File: src/rtl/core/tsd_pkg.sv
package tsd_pkg;

  // Header block geometry.
  localparam int unsigned SizeDigits = 12;
  localparam int unsigned OffW       = 9;
  localparam int unsigned SizeW      = 36;

  localparam logic [OffW-1:0] SizeAt    = 9'd124;
  localparam logic [OffW-1:0] SizeEnd   = 9'(124 + SizeDigits);
  localparam logic [OffW-1:0] TypeAt    = 9'd156;
  localparam logic [OffW-1:0] LinkAt    = 9'd157;
  localparam logic [OffW-1:0] LinkEnd   = 9'd257;
  localparam logic [OffW-1:0] PrefixAt  = 9'd345;
  localparam logic [OffW-1:0] PrefixEnd = 9'd500;
  localparam logic [OffW-1:0] NameEnd   = 9'd100;
  localparam logic [OffW-1:0] LastOff   = 9'd511;

  // Characters of interest.
  localparam logic [7:0] ChNul   = 8'h00;
  localparam logic [7:0] ChTab   = 8'h09;
  localparam logic [7:0] ChSpace = 8'h20;
  localparam logic [7:0] ChZero  = 8'h30;
  localparam logic [7:0] ChSeven = 8'h37;
  localparam logic [7:0] ChLong  = 8'h4C;

  // Stream widths.
  localparam int unsigned TDataW = 64;
  localparam int unsigned TUserW = 4;

  typedef enum logic [3:0] {
    PH_HEADER = 4'b0001,
    PH_DATA   = 4'b0010,
    PH_PAD    = 4'b0100,
    PH_DONE   = 4'b1000
  } phase_e;

  typedef enum logic [1:0] {
    KIND_HEADER  = 2'd0,
    KIND_DATA    = 2'd1,
    KIND_PAD     = 2'd2,
    KIND_IGNORED = 2'd3
  } kind_e;

  typedef enum logic [1:0] {
    REG_OTHER  = 2'd0,
    REG_NAME   = 2'd1,
    REG_LINK   = 2'd2,
    REG_PREFIX = 2'd3
  } region_e;

  typedef enum logic [1:0] {
    ST_OK      = 2'd0,
    ST_OVERRUN = 2'd1,
    ST_PARTIAL = 2'd2
  } status_e;

  typedef struct packed {
    phase_e            phase;
    logic [OffW-1:0]   block_offset;
    logic [SizeW-1:0]  size_acc;
    logic              octal_stopped;
    logic              all_zero;
    logic [7:0]        type_byte;
    logic [SizeW-1:0]  data_rem;
    logic [OffW-1:0]   pad_rem;
  } state_t;

  typedef struct packed {
    logic [7:0]        byte_out;
    kind_e             kind;
    region_e           region;
    logic              header_done;
    logic [SizeW-1:0]  entry_size;
    logic [7:0]        entry_type;
    logic              long_name;
    logic              archive_end;
    status_e           status;
  } result_t;

  localparam state_t StateReset = '{
    phase:         PH_HEADER,
    block_offset:  '0,
    size_acc:      '0,
    octal_stopped: 1'b0,
    all_zero:      1'b1,
    type_byte:     '0,
    data_rem:      '0,
    pad_rem:       '0
  };

endpackage

File: src/rtl/core/tsd_step.sv
module tsd_step (
  input  tsd_pkg::state_t  state_i,
  input  logic [7:0]       byte_i,
  input  logic             end_i,
  output tsd_pkg::state_t  state_o,
  output tsd_pkg::result_t result_o
);
  import tsd_pkg::*;

  logic [OffW-1:0]  off;
  logic             in_size;
  logic             all_zero_n;
  logic [SizeW-1:0] sz;
  logic [7:0]       etype;
  logic [SizeW-1:0] rem_n;
  logic [OffW-1:0]  pad_n;

  assign off        = state_i.block_offset;
  assign in_size    = (off >= SizeAt) && (off < SizeEnd) && !state_i.octal_stopped;
  assign all_zero_n = state_i.all_zero && (byte_i == ChNul);
  assign sz         = state_i.size_acc;
  assign etype      = (state_i.type_byte == ChNul) ? ChZero : state_i.type_byte;
  assign rem_n      = (state_i.data_rem != '0) ? state_i.data_rem - 36'd1 : state_i.data_rem;
  assign pad_n      = (state_i.pad_rem != '0) ? state_i.pad_rem - 9'd1 : state_i.pad_rem;

  // One archive byte: classify it and advance the block state.
  always_comb begin
    state_o             = state_i;
    result_o            = '0;
    result_o.byte_out   = byte_i;
    result_o.kind       = KIND_HEADER;
    result_o.region     = REG_OTHER;
    result_o.status     = ST_OK;

    case (state_i.phase)
      PH_HEADER: begin
        // Path region of this header byte.
        if (off < NameEnd) begin
          result_o.region = REG_NAME;
        end else if (off >= LinkAt && off < LinkEnd) begin
          result_o.region = REG_LINK;
        end else if (off >= PrefixAt && off < PrefixEnd) begin
          result_o.region = REG_PREFIX;
        end
        state_o.all_zero = all_zero_n;

        // Octal size digits; blanks are skipped, anything else stops the parse.
        if (in_size) begin
          if (byte_i == ChNul) begin
            state_o.octal_stopped = 1'b1;
          end else if (byte_i == ChSpace || byte_i == ChTab) begin
            state_o.octal_stopped = state_i.octal_stopped;
          end else if (byte_i < ChZero || byte_i > ChSeven) begin
            state_o.octal_stopped = 1'b1;
          end else begin
            state_o.size_acc = {sz[SizeW-4:0], 3'b000} + {33'd0, byte_i[2:0]};
          end
        end
        if (off == TypeAt) begin
          state_o.type_byte = byte_i;
        end

        if (off == LastOff) begin
          if (all_zero_n) begin
            result_o.archive_end = 1'b1;
            state_o.phase        = PH_DONE;
          end else begin
            result_o.header_done = 1'b1;
            result_o.entry_size  = sz;
            result_o.entry_type  = etype;
            result_o.long_name   = (etype == ChLong);
            if (end_i && sz != '0) begin
              result_o.status = ST_OVERRUN;
            end
            state_o.data_rem = sz;
            state_o.pad_rem  = 9'(10'd512 - {1'b0, sz[OffW-1:0]});
            state_o.phase    = (sz != '0) ? PH_DATA : PH_HEADER;
          end
          // Header bookkeeping starts over for the next block.
          state_o.block_offset  = '0;
          state_o.size_acc      = '0;
          state_o.octal_stopped = 1'b0;
          state_o.all_zero      = 1'b1;
          state_o.type_byte     = '0;
        end else begin
          state_o.block_offset = off + 9'd1;
          if (end_i) begin
            result_o.status = ST_PARTIAL;
          end
        end
      end
      PH_DATA: begin
        result_o.kind = KIND_DATA;
        if (end_i && state_i.data_rem > 36'd1) begin
          result_o.status = ST_OVERRUN;
        end
        state_o.data_rem = rem_n;
        if (rem_n == '0) begin
          state_o.phase = (state_i.pad_rem != '0) ? PH_PAD : PH_HEADER;
        end
      end
      PH_PAD: begin
        result_o.kind   = KIND_PAD;
        state_o.pad_rem = pad_n;
        if (pad_n == '0) begin
          state_o.phase = PH_HEADER;
        end
      end
      default: begin
        result_o.kind = KIND_IGNORED;
      end
    endcase

    // The last byte of a stream returns everything to the reset state.
    if (end_i) begin
      state_o = StateReset;
    end
  end

endmodule

File: src/rtl/core/tar_stream_deframer_top.sv
// Tar archive deframer.
// The slave channel takes one archive byte per transaction in s_axis_tdata_i[7:0];
// s_axis_tlast_i marks the final byte of the archive. The master channel returns one
// transaction per input byte: the byte itself, its kind and header path region in
// tuser, and on the last byte of a header the parsed size, type and long-name flag.
// An all-zero header raises archive_end, and later bytes come back marked as ignored.
// A byte accepted is held in the input register, and its result is loaded into the
// output register once that register is empty or being drained. Throughput is one
// byte per cycle while the receiver keeps up, carried by the combinational update of
// the header, data and padding counters and the octal shift-add.
// Reset clears both registers and starts a new archive at a header block; the
// block also starts over after every byte that carries tlast.
// When the receiver stalls, the result waits in the output register, one more byte
// waits in the input register, and s_axis_tready_o falls until the output moves.
module tar_stream_deframer_top (
  input  logic                       clk_i,
  input  logic                       rst_ni,
  input  logic                       s_axis_tvalid_i,
  output logic                       s_axis_tready_o,
  // [7:0] data_byte
  input  logic [7:0]                 s_axis_tdata_i,
  input  logic                       s_axis_tlast_i,
  output logic                       m_axis_tvalid_o,
  input  logic                       m_axis_tready_i,
  // [7:0] byte_out, [8] header_done, [44:9] entry_size, [52:45] entry_type,
  // [53] long_name, [54] archive_end, [56:55] status, [63:57] zero
  output logic [tsd_pkg::TDataW-1:0] m_axis_tdata_o,
  // [1:0] byte_kind, [3:2] header_region
  output logic [tsd_pkg::TUserW-1:0] m_axis_tuser_o
);
  import tsd_pkg::*;

  logic       in_valid_q;
  logic [7:0] in_byte_q;
  logic       in_end_q;
  state_t     state_q, state_d;
  logic       out_valid_q;
  result_t    out_q, result_d;
  logic       advance;

  // A stored byte moves on when the output register is empty or being drained.
  assign advance         = in_valid_q && (!out_valid_q || m_axis_tready_i);
  assign s_axis_tready_o = !in_valid_q || advance;

  tsd_step u_step (
    .state_i  (state_q),
    .byte_i   (in_byte_q),
    .end_i    (in_end_q),
    .state_o  (state_d),
    .result_o (result_d)
  );

  // Input register control.
  always_ff @(posedge clk_i or negedge rst_ni) begin
    if (!rst_ni) begin
      in_valid_q <= 1'b0;
    end else if (s_axis_tready_o) begin
      in_valid_q <= s_axis_tvalid_i;
    end
  end

  // Input register payload.
  always_ff @(posedge clk_i) begin
    if (s_axis_tvalid_i && s_axis_tready_o) begin
      in_byte_q <= s_axis_tdata_i[7:0];
      in_end_q  <= s_axis_tlast_i;
    end
  end

  // Parser state and output valid.
  always_ff @(posedge clk_i or negedge rst_ni) begin
    if (!rst_ni) begin
      state_q     <= StateReset;
      out_valid_q <= 1'b0;
    end else begin
      if (advance) begin
        state_q <= state_d;
      end
      if (advance) begin
        out_valid_q <= 1'b1;
      end else if (m_axis_tready_i) begin
        out_valid_q <= 1'b0;
      end
    end
  end

  // Output register payload.
  always_ff @(posedge clk_i) begin
    if (advance) begin
      out_q <= result_d;
    end
  end

  assign m_axis_tvalid_o = out_valid_q;
  assign m_axis_tdata_o  = {7'd0, out_q.status, out_q.archive_end, out_q.long_name,
                            out_q.entry_type, out_q.entry_size, out_q.header_done,
                            out_q.byte_out};
  assign m_axis_tuser_o  = {out_q.region, out_q.kind};

endmodule

File: config.mk
export PLATFORM = sky130hd
export DESIGN_NAME = tar_stream_deframer_top
export DESIGN_NICKNAME = d
export VERILOG_FILES = /design/src/rtl/core/tsd_pkg.sv /design/src/rtl/core/tsd_step.sv /design/src/rtl/core/tar_stream_deframer_top.sv
export SDC_FILE = /design/constraint.sdc
export NUM_CORES = 1
export LEC_CHECK = 0
export ABC_AREA = 1
export ABC_CLOCK_PERIOD_IN_PS = 3800
export BUFFER_PORTS_ARGS = -buffer_cell sky130_fd_sc_hd__buf_2
export CORE_MARGIN = 5
export CORE_UTILIZATION = 25
export CTS_CLUSTER_DIAMETER = 100
export DETAILED_ROUTE_END_ITERATION = 7
export GPL_TIMING_DRIVEN = 0
export SETUP_SLACK_MARGIN = 0.4
export SLEW_MARGIN = 20
export SYNTH_ARGS = -nofsm -noshare
export SYNTH_HDL_FRONTEND = slang
export SYNTH_SLANG_ARGS = --single-unit
export TNS_END_PERCENT = 1
File: constraint.sdc
create_clock -name clk_i -period 3.8 [get_ports clk_i]
set_input_delay 0.57 -clock clk_i [delete_from_list [all_inputs] [get_ports clk_i]]
set_output_delay 0.57 -clock clk_i [all_outputs]
set_load 0.1 [all_outputs]
==> metrics.txt <==
Sum Neg Setup Slack=0 ns; CTS tree=built; Chip Height=203 um; Yosys cell types=47; RSZ-0062 raised after global routing=true; CP startpoint kind=flop; fin crit share=0.826; initial core utilization=0.254; Final Hold Viols=0; Cell Area, Placed=10300 um^2; minimum clock period=3.14 ns; adder and majority gate portion of the synthesized area=0.0121; Finished Layout Cells=1702; post-synthesis mux area share=0; fin area=11000 um^2; Compound-Gate Fraction of Synth Area=0.123; die area=41100 um^2; Area Overhead vs Synth=18.1%; via count=8082; Max-slew headroom=0.564; post-synthesis xor/xnor area fraction=0.0217; cts bufs inserted=17; Yosys reg bits=176; CP Capture Type=flop; Hold Path Class=in2async; largest family of logic cells by synthesized area=simple AND/OR/NAND/NOR gates; Synth Cell Area=9290 um^2; Clock Latency Late Sink=0.44 ns; layout cells sized above 1=0.137; wire per inst=16.3 um; simple-gate share of the synthesized area=0.247; HPWL Detailed=21.2 mm; commonest cells after routing, fill and taps aside=224 x nand2_1, 156 x nor2_1, 143 x inv_1; Slew Limit Fails=0; register-to-register setup slack=0.66 ns; initial antenna violation count=0; Most used DFF post-synth=dfrtp_1; vias in the first global route=8089; Antenna Cells=0; port bufs=75; DRC viols=0; WHS=0.0505 ns; clock sink count=176; Max Buffers Root-to-Sink=2; status=finished clean; arrival time at the worst endpoint=3.39 ns; Post-DRT Antenna Nets=0; Core Region=36600 um^2; nets=1243; cells after synthesis=1118; first-pass GRT wire length=44.9 mm; Die W=203 um; total grt overflow=0; dpl cells=1670; async set-reset flop share out of synthesis=0.602; Initial DRC Count=685; worst-path fanout max=10; final WL=27.8 mm; Rows=70; Setup Skew=0.0132 ns; TritonRoute pass-1 iters=5; gr usage total=0.136; Least-Margin Pin Slew=0.648 ns; Post-synth EDFFs=70; fmax=319 MHz; max-cap violations=0; largest net degree at the start of global routing=68; sequential fraction of the synthesis area=0.512; yosys warns=0; Worst-path clk slew=0.07 ns; number of post-CTS setup repair buffers=0; gpl congestion=0.926; commonest non-fill, non-tap cell in the layout=nand2_1; CTS root buf=clkbuf_16; Hold Buf Count CTS=0; Via density=4.75; synthesized area per cell=8.31 um^2; depth of the CTS H-tree=4; WP data required=4.05 ns; WS Path Type=reg2reg; setup violators final=0; I/O pin total=83
[critical path: stages (launching register included)]
cell and delay [ns]:
dfrtp_1 0.37, ha_1 0.18, inv_1 0.07, nor4_1 0.37, nand2_1 0.13, nor2_1 0.12, ha_1 0.23, inv_1 0.08
clkbuf_1 0.28, nor3_4 0.36, inv_2 0.19, clkbuf_1 0.29, nor2_1 0.27
[state kept, by name, indices dropped and copies added (netlist names)]
signal	count
in_byte_q	8
in_end_q	1
in_valid_q	1
m_axis_tdata_o	57
m_axis_tuser_o	4
m_axis_tvalid_o	1
state_q	104
[cell type report]
class / instances / area [um^2]
multi-input combinational: 757 / 3790
timing repair buffer: 78 / 449
fill: 3883 / 25600
tap: 468 / 586
clock inverter: 13 / 176
buffer: 43 / 223
clock buffer: 19 / 433
sequential: 176 / 4760
inverter: 148 / 559
[repair_timing]
| action | in CTS | in global routing |
|---|---|---|
| endpoints found under the setup margin | 1 | 37 |
| pin swaps | 0 | 0 |
| gates resized for setup | 1 | 5 |
[per-stage QoR]
stage	utilization	setup slack (ns)
2_1_floorplan	-	0.573
3_3_place_gp	0.281	-0.0921
3_5_place_dp	0.283	0.334
4_1_cts	0.299	0.540
5_1_grt	0.300	0.351
6_report	0.300	0.661
[worst paths after layout]
kind                                         from                 to  depth (start not counted)
min in group clk_i              s_axis_tdata_i[2]       in_byte_q[2]                          1
worst max-delay path                  state_q[91]  m_axis_tdata_o[9]                         12
worst min register to register       in_byte_q[7]  m_axis_tdata_o[7]                          0
max in group asynchronous                  rst_ni        state_q[53]                          2
worst max register to register        state_q[91]  m_axis_tdata_o[9]                         12
worst min-delay path                       rst_ni        state_q[27]                          1
[logic make-up (layout without fill, tap and decap cells)]
logic type      count (synthesis)  count (layout)
compound gates                192             192
xor+xnor                       23              23
fa+ha+maj                       9               9
buf+inv                       191             301
flops                         176             176
other cells                     1               7
simple gates                  526             526
[layer usage]
layer	global-route usage	wire (um)	vias up
li1	-	-	3926
met1	0.181	12200	3866
met2	0.226	13400	251
met3	0.0273	1670	39
met4	0.0386	572	0
met5	0	0	-
[synthesized netlist by cell type (all sizes together), types with 2 or more instances]
master / instances / area, um^2
a21oi: 31 / 166
a31oi: 2 / 12.5
a32o: 8 / 80.1
buf: 19 / 130
clkbuf: 24 / 90.1
dfrtp: 104 / 2600
dfstp: 2 / 52.6
edfxtp: 70 / 2100
ha: 9 / 113
inv: 147 / 552
nand2: 236 / 936
nand3: 68 / 350
nand4: 20 / 125
nor2: 171 / 713
nor3: 20 / 100
nor4: 5 / 31.3
o21ai: 84 / 420
o22ai: 52 / 325
o31ai: 3 / 22.5
o32ai: 4 / 35.0
or2: 3 / 18.8
xor2: 23 / 201
Power is not shown: default switching activity piles up to over one toggle a cycle in this logic, so the estimate is an artifact.
